[src/mjp_pkg.sv]
// Package for the manifest parser: phase, error, event and status codes, field name table.
`default_nettype none
package mjp_pkg;

  localparam int unsigned FieldCount = 17;

  typedef enum logic [3:0] {
    PH_BEFORE_OPEN  = 4'd0,
    PH_AFTER_OPEN   = 4'd1,
    PH_IN_KEY       = 4'd2,
    PH_KEY_ESC      = 4'd3,
    PH_AFTER_KEY    = 4'd4,
    PH_BEFORE_VALUE = 4'd5,
    PH_NUM_ZERO     = 4'd6,
    PH_NUM_DIGITS   = 4'd7,
    PH_IN_STR       = 4'd8,
    PH_STR_ESC      = 4'd9,
    PH_AFTER_VALUE  = 4'd10,
    PH_AFTER_COMMA  = 4'd11,
    PH_AFTER_CLOSE  = 4'd12,
    PH_FAILED       = 4'd13
  } phase_e;

  typedef enum logic [3:0] {
    ERR_NONE       = 4'd0,
    ERR_NOT_OBJECT = 4'd1,
    ERR_BAD_KEY    = 4'd2,
    ERR_UNKNOWN    = 4'd3,
    ERR_DUPLICATE  = 4'd4,
    ERR_NO_COLON   = 4'd5,
    ERR_BAD_NUMBER = 4'd6,
    ERR_BAD_STRING = 4'd7,
    ERR_TRAIL_COMMA = 4'd8,
    ERR_INCOMPLETE = 4'd9,
    ERR_TRAIL_DATA = 4'd10,
    ERR_MISSING    = 4'd11
  } err_e;

  typedef enum logic [1:0] {
    EV_NONE     = 2'd0,
    EV_STR_BYTE = 2'd1,
    EV_STR_DONE = 2'd2,
    EV_NUM_DONE = 2'd3
  } event_e;

  typedef enum logic [1:0] {
    ST_RUNNING  = 2'd0,
    ST_ACCEPTED = 2'd1,
    ST_REJECTED = 2'd2
  } status_e;

  // Names padded with zero bytes; the zero terminator never matches a key byte,
  // because key bytes below 0x20 are rejected or come from escapes that are nonzero.
  function automatic logic [7:0] name_char(input logic [4:0] f, input logic [4:0] ofs);
    logic [21*8-1:0] s;
    logic [7:0] c;
    s = '0;
    case (f)
      5'd0:  s = {"schema", {15{8'h00}}};
      5'd1:  s = {"product", {14{8'h00}}};
      5'd2:  s = {"channel", {14{8'h00}}};
      5'd3:  s = {"target", {15{8'h00}}};
      5'd4:  s = {"partitionScheme", {6{8'h00}}};
      5'd5:  s = {"name", {17{8'h00}}};
      5'd6:  s = {"version", {14{8'h00}}};
      5'd7:  s = {"versionCode", {10{8'h00}}};
      5'd8:  s = "minUpdaterVersionCode";
      5'd9:  s = {"releaseType", {10{8'h00}}};
      5'd10: s = {"description", {10{8'h00}}};
      5'd11: s = {"publishedAt", {10{8'h00}}};
      5'd12: s = {"firmware", {13{8'h00}}};
      5'd13: s = {"size", {17{8'h00}}};
      5'd14: s = {"sha256", {15{8'h00}}};
      5'd15: s = {"keyId", {16{8'h00}}};
      5'd16: s = {"signature", {12{8'h00}}};
      default: s = '0;
    endcase
    if (ofs < 5'd21) c = s[(20 - ofs) * 8 +: 8];
    else c = 8'h00;
    return c;
  endfunction

  function automatic logic [4:0] name_len(input logic [4:0] f);
    logic [4:0] l;
    case (f)
      5'd0: l = 5'd6;   5'd1: l = 5'd7;   5'd2: l = 5'd7;   5'd3: l = 5'd6;
      5'd4: l = 5'd15;  5'd5: l = 5'd4;   5'd6: l = 5'd7;   5'd7: l = 5'd11;
      5'd8: l = 5'd21;  5'd9: l = 5'd11;  5'd10: l = 5'd11; 5'd11: l = 5'd11;
      5'd12: l = 5'd8;  5'd13: l = 5'd4;  5'd14: l = 5'd6;  5'd15: l = 5'd5;
      5'd16: l = 5'd9;
      default: l = 5'd0;
    endcase
    return l;
  endfunction

  function automatic logic is_numeric(input logic [4:0] f);
    return (f == 5'd0) || (f == 5'd7) || (f == 5'd8) || (f == 5'd13);
  endfunction

endpackage
`default_nettype wire

[src/mjp_if.sv]
// Valid/ready channel interfaces for the manifest parser input and result items.
`default_nettype none
interface mjp_in_if;
  logic       valid;
  logic       ready;
  logic [7:0] text_byte;
  logic       end_of_text;
  modport source (output valid, text_byte, end_of_text, input ready);
  modport sink (input valid, text_byte, end_of_text, output ready);
endinterface

interface mjp_out_if;
  logic        valid;
  logic        ready;
  logic [1:0]  value_event;
  logic [4:0]  field_index;
  logic [7:0]  value_char;
  logic [31:0] number_value;
  logic [1:0]  parse_status;
  logic [3:0]  error_code;
  modport source (output valid, value_event, field_index, value_char, number_value,
                  parse_status, error_code, input ready);
  modport sink (input valid, value_event, field_index, value_char, number_value,
                parse_status, error_code, output ready);
endinterface
`default_nettype wire

[src/manifest_json_parser.sv]
// Top level of the streaming manifest parser: one byte in, one result item out.
//
//   channel  | dir | payload
//   in_ch    | in  | text_byte, end_of_text
//   out_ch   | out | value_event, field_index, value_char, number_value,
//            |     | parse_status, error_code
//
// Each byte yields one result item, registered and presented in the cycle after the byte is taken.
// A byte is taken whenever the result register is empty or being emptied, so the
// sustained rate is one byte a cycle while the output does not stall, set by the single result register.
// Reset returns the parser to the state before the opening brace with no result held.
// A stall on the output holds the result and the parser state.
`default_nettype none
module manifest_json_parser
  import mjp_pkg::*;
(
  input  wire logic  clk_i,
  input  wire logic  rst_ni,
  mjp_in_if.sink     in_ch,
  mjp_out_if.source  out_ch
);

  phase_e      phase_q, phase_d;
  logic [16:0] seen_q, seen_d;
  logic [16:0] cand_q, cand_d;
  logic [4:0]  kofs_q, kofs_d;
  logic [4:0]  field_q, field_d;
  logic [31:0] acc_q, acc_d;
  err_e        err_q, err_d;

  logic        ovalid_q;
  event_e      ev_q, ev_d;
  logic [4:0]  fidx_q, fidx_d;
  logic [7:0]  ch_q, ch_d;
  logic [31:0] num_q, num_d;
  status_e     st_q, st_d;
  err_e        oerr_q;

  logic        take;
  logic [7:0]  c;
  logic        last;
  logic        ws, dig;
  logic [7:0]  dec;
  logic        dec_ok;
  logic [35:0] mul;
  logic [4:0]  found;
  logic        found_ok;
  logic [3:0]  endc;

  assign in_ch.ready = !ovalid_q || out_ch.ready;
  assign take = in_ch.valid && in_ch.ready;
  assign c = in_ch.text_byte;
  assign last = in_ch.end_of_text;
  assign ws = (c == 8'h20) || (c == 8'h09) || (c == 8'h0D) || (c == 8'h0A);
  assign dig = (c >= "0") && (c <= "9");
  assign mul = {4'd0, acc_q} * 36'd10 + {28'd0, c - 8'h30};

  always_comb begin
    dec_ok = 1'b1;
    case (c)
      "\"", "\\", "/": dec = c;
      "b": dec = 8'h08;
      "f": dec = 8'h0C;
      "n": dec = 8'h0A;
      "r": dec = 8'h0D;
      "t": dec = 8'h09;
      default: begin
        dec = 8'h00;
        dec_ok = 1'b0;
      end
    endcase
  end

  always_comb begin
    found = 5'd0;
    found_ok = 1'b0;
    for (int i = 0; i < FieldCount; i++) begin
      if (cand_q[i] && name_len(5'(i)) == kofs_q) begin
        found = 5'(i);
        found_ok = 1'b1;
      end
    end
  end

  always_comb begin
    logic       kc;
    logic [7:0] kb;
    logic [4:0] fe;
    kc = 1'b0;
    kb = c;
    fe = 5'd0;
    phase_d = phase_q;
    seen_d = seen_q;
    cand_d = cand_q;
    kofs_d = kofs_q;
    field_d = field_q;
    acc_d = acc_q;
    err_d = err_q;
    ev_d = EV_NONE;
    ch_d = 8'h00;
    num_d = 32'd0;
    endc = 4'd0;
    if (err_q == ERR_NONE) begin
      case (phase_q)
        PH_BEFORE_OPEN:
          if (!ws) begin
            if (c == "{") phase_d = PH_AFTER_OPEN;
            else fe = {1'b1, ERR_NOT_OBJECT};
          end
        PH_AFTER_OPEN, PH_AFTER_COMMA:
          if (!ws) begin
            if (c == "}") begin
              if (phase_q == PH_AFTER_OPEN) phase_d = PH_AFTER_CLOSE;
              else fe = {1'b1, ERR_TRAIL_COMMA};
            end else if (c == "\"") begin
              cand_d = '1;
              kofs_d = 5'd0;
              phase_d = PH_IN_KEY;
            end else fe = {1'b1, ERR_BAD_KEY};
          end
        PH_IN_KEY:
          if (c == "\"") begin
            if (!found_ok) fe = {1'b1, ERR_UNKNOWN};
            else if (seen_q[found]) fe = {1'b1, ERR_DUPLICATE};
            else begin
              seen_d = seen_q | (17'd1 << found);
              field_d = found;
              phase_d = PH_AFTER_KEY;
            end
          end else if (c < 8'h20) fe = {1'b1, ERR_BAD_KEY};
          else if (c == "\\") phase_d = PH_KEY_ESC;
          else kc = 1'b1;
        PH_KEY_ESC:
          if (dec_ok) begin
            kc = 1'b1;
            kb = dec;
            phase_d = PH_IN_KEY;
          end else fe = {1'b1, ERR_BAD_KEY};
        PH_AFTER_KEY:
          if (!ws) begin
            if (c == ":") phase_d = PH_BEFORE_VALUE;
            else fe = {1'b1, ERR_NO_COLON};
          end
        PH_BEFORE_VALUE:
          if (!ws) begin
            if (is_numeric(field_q)) begin
              if (dig) begin
                acc_d = {24'd0, c - 8'h30};
                phase_d = (c == "0") ? PH_NUM_ZERO : PH_NUM_DIGITS;
              end else fe = {1'b1, ERR_BAD_NUMBER};
            end else begin
              if (c == "\"") phase_d = PH_IN_STR;
              else fe = {1'b1, ERR_BAD_STRING};
            end
          end
        PH_NUM_ZERO, PH_NUM_DIGITS:
          if (dig) begin
            if (phase_q == PH_NUM_ZERO || mul[35:32] != 4'd0) fe = {1'b1, ERR_BAD_NUMBER};
            else acc_d = mul[31:0];
          end else begin
            ev_d = EV_NUM_DONE;
            num_d = acc_q;
            phase_d = PH_AFTER_VALUE;
            if (!ws) begin
              if (c == ",") phase_d = PH_AFTER_COMMA;
              else if (c == "}") phase_d = PH_AFTER_CLOSE;
              else fe = {1'b1, ERR_INCOMPLETE};
            end
          end
        PH_IN_STR:
          if (c == "\"") begin
            ev_d = EV_STR_DONE;
            phase_d = PH_AFTER_VALUE;
          end else if (c < 8'h20) fe = {1'b1, ERR_BAD_STRING};
          else if (c == "\\") phase_d = PH_STR_ESC;
          else begin
            ev_d = EV_STR_BYTE;
            ch_d = c;
          end
        PH_STR_ESC:
          if (dec_ok) begin
            ev_d = EV_STR_BYTE;
            ch_d = dec;
            phase_d = PH_IN_STR;
          end else fe = {1'b1, ERR_BAD_STRING};
        PH_AFTER_VALUE:
          if (!ws) begin
            if (c == ",") phase_d = PH_AFTER_COMMA;
            else if (c == "}") phase_d = PH_AFTER_CLOSE;
            else fe = {1'b1, ERR_INCOMPLETE};
          end
        PH_AFTER_CLOSE:
          if (!ws) fe = {1'b1, ERR_TRAIL_DATA};
        default: fe = {1'b1, ERR_INCOMPLETE};
      endcase
      if (kc) begin
        for (int i = 0; i < FieldCount; i++) begin
          if (kofs_q >= name_len(5'(i)) || name_char(5'(i), kofs_q) != kb)
            cand_d[i] = 1'b0;
        end
        if (kofs_q != 5'd31) kofs_d = kofs_q + 5'd1;
      end
      if (fe[4]) begin
        err_d = err_e'(fe[3:0]);
        phase_d = PH_FAILED;
      end
    end
    // End checks run on the phase reached after this byte.
    if (last && err_d == ERR_NONE) begin
      case (phase_d)
        PH_BEFORE_OPEN: endc = ERR_NOT_OBJECT;
        PH_IN_KEY, PH_KEY_ESC: endc = ERR_BAD_KEY;
        PH_AFTER_KEY: endc = ERR_NO_COLON;
        PH_BEFORE_VALUE: endc = is_numeric(field_d) ? ERR_BAD_NUMBER : ERR_BAD_STRING;
        PH_IN_STR, PH_STR_ESC: endc = ERR_BAD_STRING;
        PH_AFTER_CLOSE: endc = (seen_d == '1) ? ERR_NONE : ERR_MISSING;
        default: endc = ERR_INCOMPLETE;
      endcase
      err_d = err_e'(endc);
    end
    fidx_d = (ev_d != EV_NONE) ? field_q : 5'd0;
    if (err_d != ERR_NONE) st_d = ST_REJECTED;
    else if (last) st_d = ST_ACCEPTED;
    else st_d = ST_RUNNING;
  end

  always_ff @(posedge clk_i or negedge rst_ni) begin
    if (!rst_ni) begin
      phase_q <= PH_BEFORE_OPEN;
      seen_q <= '0;
      cand_q <= '1;
      kofs_q <= '0;
      field_q <= '0;
      acc_q <= '0;
      err_q <= ERR_NONE;
      ovalid_q <= 1'b0;
    end else begin
      if (take) begin
        ovalid_q <= 1'b1;
        if (last) begin
          phase_q <= PH_BEFORE_OPEN;
          seen_q <= '0;
          cand_q <= '1;
          kofs_q <= '0;
          field_q <= '0;
          acc_q <= '0;
          err_q <= ERR_NONE;
        end else begin
          phase_q <= phase_d;
          seen_q <= seen_d;
          cand_q <= cand_d;
          kofs_q <= kofs_d;
          field_q <= field_d;
          acc_q <= acc_d;
          err_q <= err_d;
        end
      end else if (out_ch.ready) begin
        ovalid_q <= 1'b0;
      end
    end
  end

  always_ff @(posedge clk_i) begin
    if (take) begin
      ev_q <= ev_d;
      fidx_q <= fidx_d;
      ch_q <= ch_d;
      num_q <= num_d;
      st_q <= st_d;
      oerr_q <= err_d;
    end
  end

  assign out_ch.valid = ovalid_q;
  assign out_ch.value_event = ev_q;
  assign out_ch.field_index = fidx_q;
  assign out_ch.value_char = ch_q;
  assign out_ch.number_value = num_q;
  assign out_ch.parse_status = st_q;
  assign out_ch.error_code = oerr_q;

  // A latched error always goes with the failed phase.
  assert property (@(posedge clk_i) disable iff (!rst_ni)
    (err_q != ERR_NONE) |-> (phase_q == PH_FAILED))
    else $error("error latched without failed phase");

  // A rejected result always carries a nonzero code, and only rejected ones do.
  assert property (@(posedge clk_i) disable iff (!rst_ni)
    ovalid_q |-> ((st_q == ST_REJECTED) == (oerr_q != ERR_NONE)))
    else $error("status and error code disagree");

  // A held result is kept while the output stalls.
  assert property (@(posedge clk_i) disable iff (!rst_ni)
    (ovalid_q && !out_ch.ready) |=> (ovalid_q && $stable(ev_q) && $stable(num_q)))
    else $error("stalled result changed");

endmodule
`default_nettype wire
[src/flat_wrapper.sv]
// flat-port wrapper written by rule: the top's interface ports become plain ports
module manifest_json_parser_flat import mjp_pkg::*;
  (clk_i, rst_ni, in_ch_valid, in_ch_text_byte, in_ch_end_of_text, in_ch_ready, out_ch_valid, out_ch_value_event, out_ch_field_index, out_ch_value_char, out_ch_number_value, out_ch_parse_status, out_ch_error_code, out_ch_ready);
  mjp_in_if in_ch_i ();
  mjp_out_if out_ch_i ();
  input  wire logic clk_i;
  input  wire logic rst_ni;
  input wire logic [$bits(in_ch_i.valid)-1:0] in_ch_valid;
  input wire logic [$bits(in_ch_i.text_byte)-1:0] in_ch_text_byte;
  input wire logic [$bits(in_ch_i.end_of_text)-1:0] in_ch_end_of_text;
  output wire logic [$bits(in_ch_i.ready)-1:0] in_ch_ready;
  output wire logic [$bits(out_ch_i.valid)-1:0] out_ch_valid;
  output wire logic [$bits(out_ch_i.value_event)-1:0] out_ch_value_event;
  output wire logic [$bits(out_ch_i.field_index)-1:0] out_ch_field_index;
  output wire logic [$bits(out_ch_i.value_char)-1:0] out_ch_value_char;
  output wire logic [$bits(out_ch_i.number_value)-1:0] out_ch_number_value;
  output wire logic [$bits(out_ch_i.parse_status)-1:0] out_ch_parse_status;
  output wire logic [$bits(out_ch_i.error_code)-1:0] out_ch_error_code;
  input wire logic [$bits(out_ch_i.ready)-1:0] out_ch_ready;
  assign in_ch_i.valid = in_ch_valid;
  assign in_ch_i.text_byte = in_ch_text_byte;
  assign in_ch_i.end_of_text = in_ch_end_of_text;
  assign in_ch_ready = in_ch_i.ready;
  assign out_ch_valid = out_ch_i.valid;
  assign out_ch_value_event = out_ch_i.value_event;
  assign out_ch_field_index = out_ch_i.field_index;
  assign out_ch_value_char = out_ch_i.value_char;
  assign out_ch_number_value = out_ch_i.number_value;
  assign out_ch_parse_status = out_ch_i.parse_status;
  assign out_ch_error_code = out_ch_i.error_code;
  assign out_ch_i.ready = out_ch_ready;
  manifest_json_parser u_core (.clk_i(clk_i), .rst_ni(rst_ni), .in_ch(in_ch_i), .out_ch(out_ch_i));
endmodule
[config.mk]
export PLATFORM = sky130hd
export DESIGN_NAME = manifest_json_parser_flat
export DESIGN_NICKNAME = d
export VERILOG_FILES = /design/src/mjp_pkg.sv /design/src/mjp_if.sv /design/src/manifest_json_parser.sv /design/src/flat_wrapper.sv
export SDC_FILE = /design/constraint.sdc
export NUM_CORES = 1
export LEC_CHECK = 0
export BUFFER_PORTS_ARGS = -buffer_cell sky130_fd_sc_hd__buf_2
export CAP_MARGIN = 40
export CORE_AREA = 2 2 168 170
export CTS_CLUSTER_SIZE = 16
export DETAILED_ROUTE_END_ITERATION = 8
export DIE_AREA = 0 0 170 172
export PLACE_DENSITY = 0.76
export SLEW_MARGIN = 20
export SYNTH_ARGS = -nofsm -noshare
export SYNTH_HDL_FRONTEND = slang
export SYNTH_SLANG_ARGS = --single-unit
[constraint.sdc]
create_clock -name clk_i -period 5.96 [get_ports clk_i]
set_clock_uncertainty 0.05 [all_clocks]
set_input_delay 0.894 -clock clk_i [delete_from_list [all_inputs] [get_ports clk_i]]
set_output_delay 0.894 -clock clk_i [all_outputs]
set_load 0.02 [all_outputs]
# Word-level counts from Yosys, hierarchy flattened
# Cells that the tools add are included.
[classes]
add_sub_neg = 4
multipliers = 1
n_lt_le_gt_ge = 14
eq_ne = 75
n_shift = 18
muxes = 285
n_bitwise = 3
n_reduce_logical = 70
[op_table]
columns = ["op", "n"]
rows = [
  ["168-bit 2-to-1 mux", 34],
  ["168-bit by 33-bit variable part select with 8-bit output", 17],
  ["8-bit 2-to-1 mux", 58],
  ["5-bit 2-to-1 mux", 60],
  ["32-bit 2-to-1 mux", 7],
  ["17-bit 2-to-1 mux", 13],
  ["4-bit 2-to-1 mux", 44],
  ["8-bit inequality test", 17],
  ["8-bit by 7-bit equality test with 1-bit output, second input constant", 8],
  ["32-bit one-hot mux with 2 select lines", 1],
  ["5-bit one-hot mux with 11 select lines", 1],
  ["1-bit 2-to-1 mux", 49],
  ["8-bit by 6-bit equality test with 1-bit output, second input constant", 6],
  ["8-bit one-hot mux with 6 select lines", 1],
  ["5-bit greater-or-equal comparator", 9],
  ["4-bit one-hot mux with 10 select lines", 1],
  ["36-bit by 8-bit adder with 36-bit output", 1],
  ["32-bit by 3-bit multiplier with 35-bit output, second input constant", 1],
  ["4-bit equality test, second input constant", 8],
  ["1-bit logical OR", 28],
  ["4-bit by 3-bit equality test with 1-bit output, second input constant", 6],
  ["8-bit by 4-bit equality test with 1-bit output, second input constant", 3],
  ["4-bit one-hot mux with 6 select lines", 1],
  ["3-bit by 5-bit equality test with 1-bit output, first input constant", 4],
  ["39 further kinds", 92],
]
[totals]
reg_bits = 138
wordCells = 484

# Logic depth before layout (Yosys ltp)
[depth]
word_depth = 33
depth_mapped = 21
depth_no_buf = 20

# Worst setup path before layout
# OpenSTA, ideal clock, no wires.
[synth_path]
kind = "register -> register"
from = "reg u_core.acc_q[1]"
to = "reg u_core.st_q[1] (netlist: u_core.out_ch.parse_status[1]), data pin"
setup_time_ns = 0.272
t_arrival_ns = 4.851
path_slack_ns = 0.787
path_stages_with_launch = 19
path_buffers = 1
path_cell_list = "dfrtp_1 > ha_1 > ha_1 > fa_1 > xor2_1 > ha_1 > or3_1 > o31ai_1 > or3_1 > nor3_2 > and2_2 > a31o_2 > a211oi_4 > nor2_1 > o32a_1 > buf_6 > mux2_4 > a311oi_1 > or4_1"
[synth_between]
elab_chain_cells = 15
elab_cells_between_ends = 27
cone_classes = "add/sub: 1; mul: 1; eq/ne: 7; mux: 10; reduce/logical: 8"
[synth_lines]
columns = ["item", "line", "text"]
rows = [
  ["start: declaration", "manifest_json_parser.sv:28", "logic [31:0] acc_q, acc_d;"],
  ["start signal: assignment", "manifest_json_parser.sv:234", "acc_q <= '0;"],
  ["start signal: assignment", "manifest_json_parser.sv:246", "acc_q <= '0;"],
  ["start signal: assignment", "manifest_json_parser.sv:254", "acc_q <= acc_d;"],
  ["32-bit by 3-bit multiplier with 35-bit output *", "manifest_json_parser.sv:56", "assign mul = {4'd0, acc_q} * 36'd10 + {28'd0, c - 8'h30};"],
  ["36-bit by 8-bit adder with 36-bit output *", "manifest_json_parser.sv:56", ""],
  ["4-bit nonzero test *", "manifest_json_parser.sv:158", "if (phase_q == PH_NUM_ZERO || mul[35:32] != 4'd0) fe = {1'b1, ERR_BAD_NUMBER};"],
  ["1-bit logical OR *", "manifest_json_parser.sv:158", ""],
  ["5-bit 2-to-1 mux *", "manifest_json_parser.sv:158", ""],
  ["5-bit 2-to-1 mux *", "manifest_json_parser.sv:157", "if (dig) begin"],
  ["5-bit one-hot mux with 11 select lines *", "manifest_json_parser.sv:104", "case (phase_q)"],
  ["5-bit 2-to-1 mux *", "manifest_json_parser.sv:103", "if (err_q == ERR_NONE) begin"],
  ["4-bit 2-to-1 mux", "manifest_json_parser.sv:203", "if (fe[4]) begin"],
  ["4-bit 2-to-1 mux", "manifest_json_parser.sv:103", ""],
  ["4-bit equality test / 4-bit by 2-bit equality test with 1-bit output (equally long branches)", "manifest_json_parser.sv:210", "case (phase_d)"],
  ["2-bit OR reduction", "manifest_json_parser.sv:210", ""],
  ["4-bit one-hot mux with 6 select lines", "manifest_json_parser.sv:210", ""],
  ["4-bit 2-to-1 mux *", "manifest_json_parser.sv:209", "if (last && err_d == ERR_NONE) begin"],
  ["4-bit nonzero test *", "manifest_json_parser.sv:222", "if (err_d != ERR_NONE) st_d = ST_REJECTED;"],
  ["end signal: assignment", "manifest_json_parser.sv:269", "st_q <= st_d;"],
  ["end: declaration", "manifest_json_parser.sv:36", "status_e st_q, st_d;"],
]
# Every way passes the cells marked *; elsewhere a longest branch is shown, timed or not. The select of a mux whose other input is x is not followed.
# A chain may end at the register's enable or synchronous reset.

# Worst setup path in the final report
# Same ends and word-level chain as after synthesis.

==> impl_metrics.tcl <==
set metrics [dict create \
    status "completed" \
    yosys-top-cells-area "dfrtp_1 (12%), edfxtp_1 (11%), ha_1 (6.9%)" \
    ioPinCount 68 \
    maxCapViolCount 0 \
    nFillCells 2534 \
    worstSetupStartpointType "flip-flop" \
    synth_edf_count 53 \
    worst_pin_slew_ns 0.826 \
    cts_made_buffers 17 \
    fin_crit_sh_pct 95.2 \
    grt_pass1_vias 13400 \
    ys_types 109 \
    h-tree-depth 4 \
    period_needed_ns 5.67 \
    drtPass1Iterations 6 \
    clock-root-buffer "clkbuf_16" \
    finalHoldViolCount 0 \
    crit_arrival_ns 5.80 \
    antenna_left 0 \
    wl_per_cell_microns 20.2 \
    max_freq_mhz 176 \
    worstPathRequired_ns 6.08 \
    power.leakage_nw 6.22 \
    total_power_w 0.00372 \
    placed_cells 2140 \
    end_kind "flip-flop" \
    coreArea_sq_um 27500 \
    grt_max_degree 63 \
    maxSlewHeadroom_pct 44.8 \
    min_path_type "in -> async" \
    synth_top_area_share_pct 12.3 \
    synth_commonest_cells "nand2_1 (195), nor2_1 (176), a21oi_1 (149)" \
    grt_usage_pct 30.2 \
    vias 14300 \
    clock-sinks 138 \
    yosys.area.top_type "dfrtp_1" \
    drive_above_1_share_pct 13.6 \
    numPortBuffers 67 \
    multi_input_area_sq_um 9590 \
    die-area_sq_um 29200 \
    clkTransAtPathRegs_ns 0.06 \
    worst-path-max-fanout 10 \
    synthCells 1769 \
    ys_warn_count 0 \
    synth_seq_area_share_pct 27.0 \
    fin_setup_tns_ns 0 \
    start_util_pct 50.5 \
    regArea_sq_um 3740 \
    hold_buffers 0 \
    grt-ovfl-total 0 \
    async_reset_ff_share_pct 61.6 \
    syn-num-nets 1861 \
    vdd_drop_max_mv 0.179 \
    drt_wl_total_mm 44.0 \
    stdcell_count 2177 \
    area_growth_pct 10.9 \
    rsz0062_at_grt "false" \
    cts_tree "yes" \
    nNetsFinal 1908 \
    netlist_area_sq_um 13900 \
    place_congestion 1.01 \
    yosys_register_bits 138 \
    dp_hpwl_mm 32.0 \
    finalSetupViolations 0 \
    die_h_microns 172 \
    syn_avg_cell_area_sq_um 7.84 \
    cts_buffer_depth 2 \
    die_w_microns 170 \
    hold_ws_ns 0.333 \
    detail_route.iter0.violations 1729 \
    antenna_found_initial 1 \
    synth_flop_cell "dfrtp_1" \
    powerDensity_nw_per_um2 242 \
    via_per_inst 6.59 \
    yosysMostFrequentCell "nand2_1" \
    clock_latency_ns 0.44 \
    rows 61 \
    drc 0 \
    finalMaxSlewViolations 0 \
    grt_pass1_wl_mm 70.8 \
    crit_type "reg -> reg" \
]
[logic make-up after synthesis]
logic type | count (synthesis) | share of synthesized area (%)
AOI/OAI and AO/OA | 561 | 26.7
muxes | 19 | 1.55
buffers and inverters | 139 | 4.04
and+or+nand+nor | 708 | 25.5
adders and majority gates | 79 | 7.24
DFF | 138 | 27.0
xor gates and xnor gates | 125 | 7.95
[layout make-up]
class	instances	share of cell area [%]
Inverter	35	0.855
Sequential cell	138	24.3
Tap cell	346	2.82
Clock buffer	19	2.82
Clock inverter	13	0.944
Antenna cell	2	0.0326
Multi-Input combinational cell	1492	62.4
Timing Repair Buffer	132	5.79
[metrics by stage]
stage	area (sq um)	util [%]	worst slack, ns
detailed placement	14700	53.5	0.0237
finish	15400	55.9	0.289
CTS	15300	55.6	0.202
global route	15400	55.9	0.00988
floorplan	13900	-	0.787
global placement	14700	53.3	0.00788
[layer usage]
metal	vias to the layer above	global-route usage [%]	part of all wire (%)
li1	6654	-	-
met1	6755	40.9	43
met2	799	47.1	44
met3	130	6.23	9.6
met4	0	12.0	3.7
met5	-	0	0
[state kept, by name, summed over array words and instances (netlist names)]
| name | flops |
|---|---|
| u_core.acc_q | 32 |
| u_core.out_ch.error_code | 4 |
| u_core.out_ch.value_event | 2 |
| u_core.kofs_q | 5 |
| u_core.cand_q | 17 |
| u_core.out_ch.value_char | 8 |
| u_core.phase_q | 4 |
| u_core.out_ch.valid | 1 |
| u_core.out_ch.number_value | 32 |
| u_core.out_ch.field_index | 5 |
| u_core.err_q | 4 |
| u_core.out_ch.parse_status | 2 |
| u_core.seen_q | 17 |
| u_core.field_q | 5 |
[critical path: stages, from the launching register on]
cell	delay, ns
dfrtp_1	0.44
ha_1	0.32
ha_1	0.25
fa_1	0.44
a211oi_2	0.31
o211ai_2	0.19
a21oi_1	0.31
a211oi_1	0.13
a211oi_1	0.38
and3_1	0.22
and4_2	0.29
nand4_1	0.16
a211oi_4	0.37
nor2_1	0.11
o32a_1	0.52
mux2_4	0.28
a311oi_1	0.10
or4_1	0.53
[report_power, final]
part	internal (W)	switching (W)	total, W
clock	0.000618	0.000443	0.00106
combinational	0.000588	0.000937	0.00152
sequential	0.00108	0.0000535	0.00113
[layout by cell type, fill, tap and decap left out, types with 9 or more instances in the layout]
cell type	netlist	final
a211oi_1	18	17
a22oi_1	9	9
nor3b_1	9	9
clkbuf_16	0	17
ha_1	77	77
nor3_1	63	62
buf_4	1	60
nand4_1	26	26
nor2_1	176	175
a21o_1	15	15
and2_1	43	43
o21ai_0	127	127
inv_1	33	32
nand2_1	195	195
or2_2	13	13
o22ai_1	20	20
or3_1	19	19
a21oi_1	149	149
dfrtp_1	68	68
nand3_1	51	51
dfstp_2	17	17
edfxtp_1	53	53
nand2b_1	20	20
xnor2_1	75	75
o21a_1	17	17
mux2i_1	11	9
o21ai_1	14	14
a31oi_1	20	20
o211ai_1	10	10
buf_2	14	67
and3_1	18	18
nor2b_1	14	13
o31ai_1	41	41
xor2_1	49	49
nor4_1	12	11
[timing repair]
item / 4_1_cts / 5_1_grt
buffers inserted: 0 / 0
endpoints found under the setup margin: 0 / 3
gates resized for setup: 0 / 2
[final timing paths]
check,slack (ns),startpoint,to,cells past startpoint
hold / removal,0.33,rst_ni,u_core.acc_q[22],1
setup / recovery,0.29,u_core.acc_q[1],u_core.out_ch.parse_status[1],17
min in group clk_i,0.46,u_core.cand_q[6],u_core.cand_q[6],2
hold reg to reg,0.46,u_core.cand_q[6],u_core.cand_q[6],2
max in group asynchronous,4.65,rst_ni,u_core.cand_q[8],3
setup reg to reg,0.29,u_core.acc_q[1],u_core.out_ch.parse_status[1],17
(Power assumes the default switching activity.)
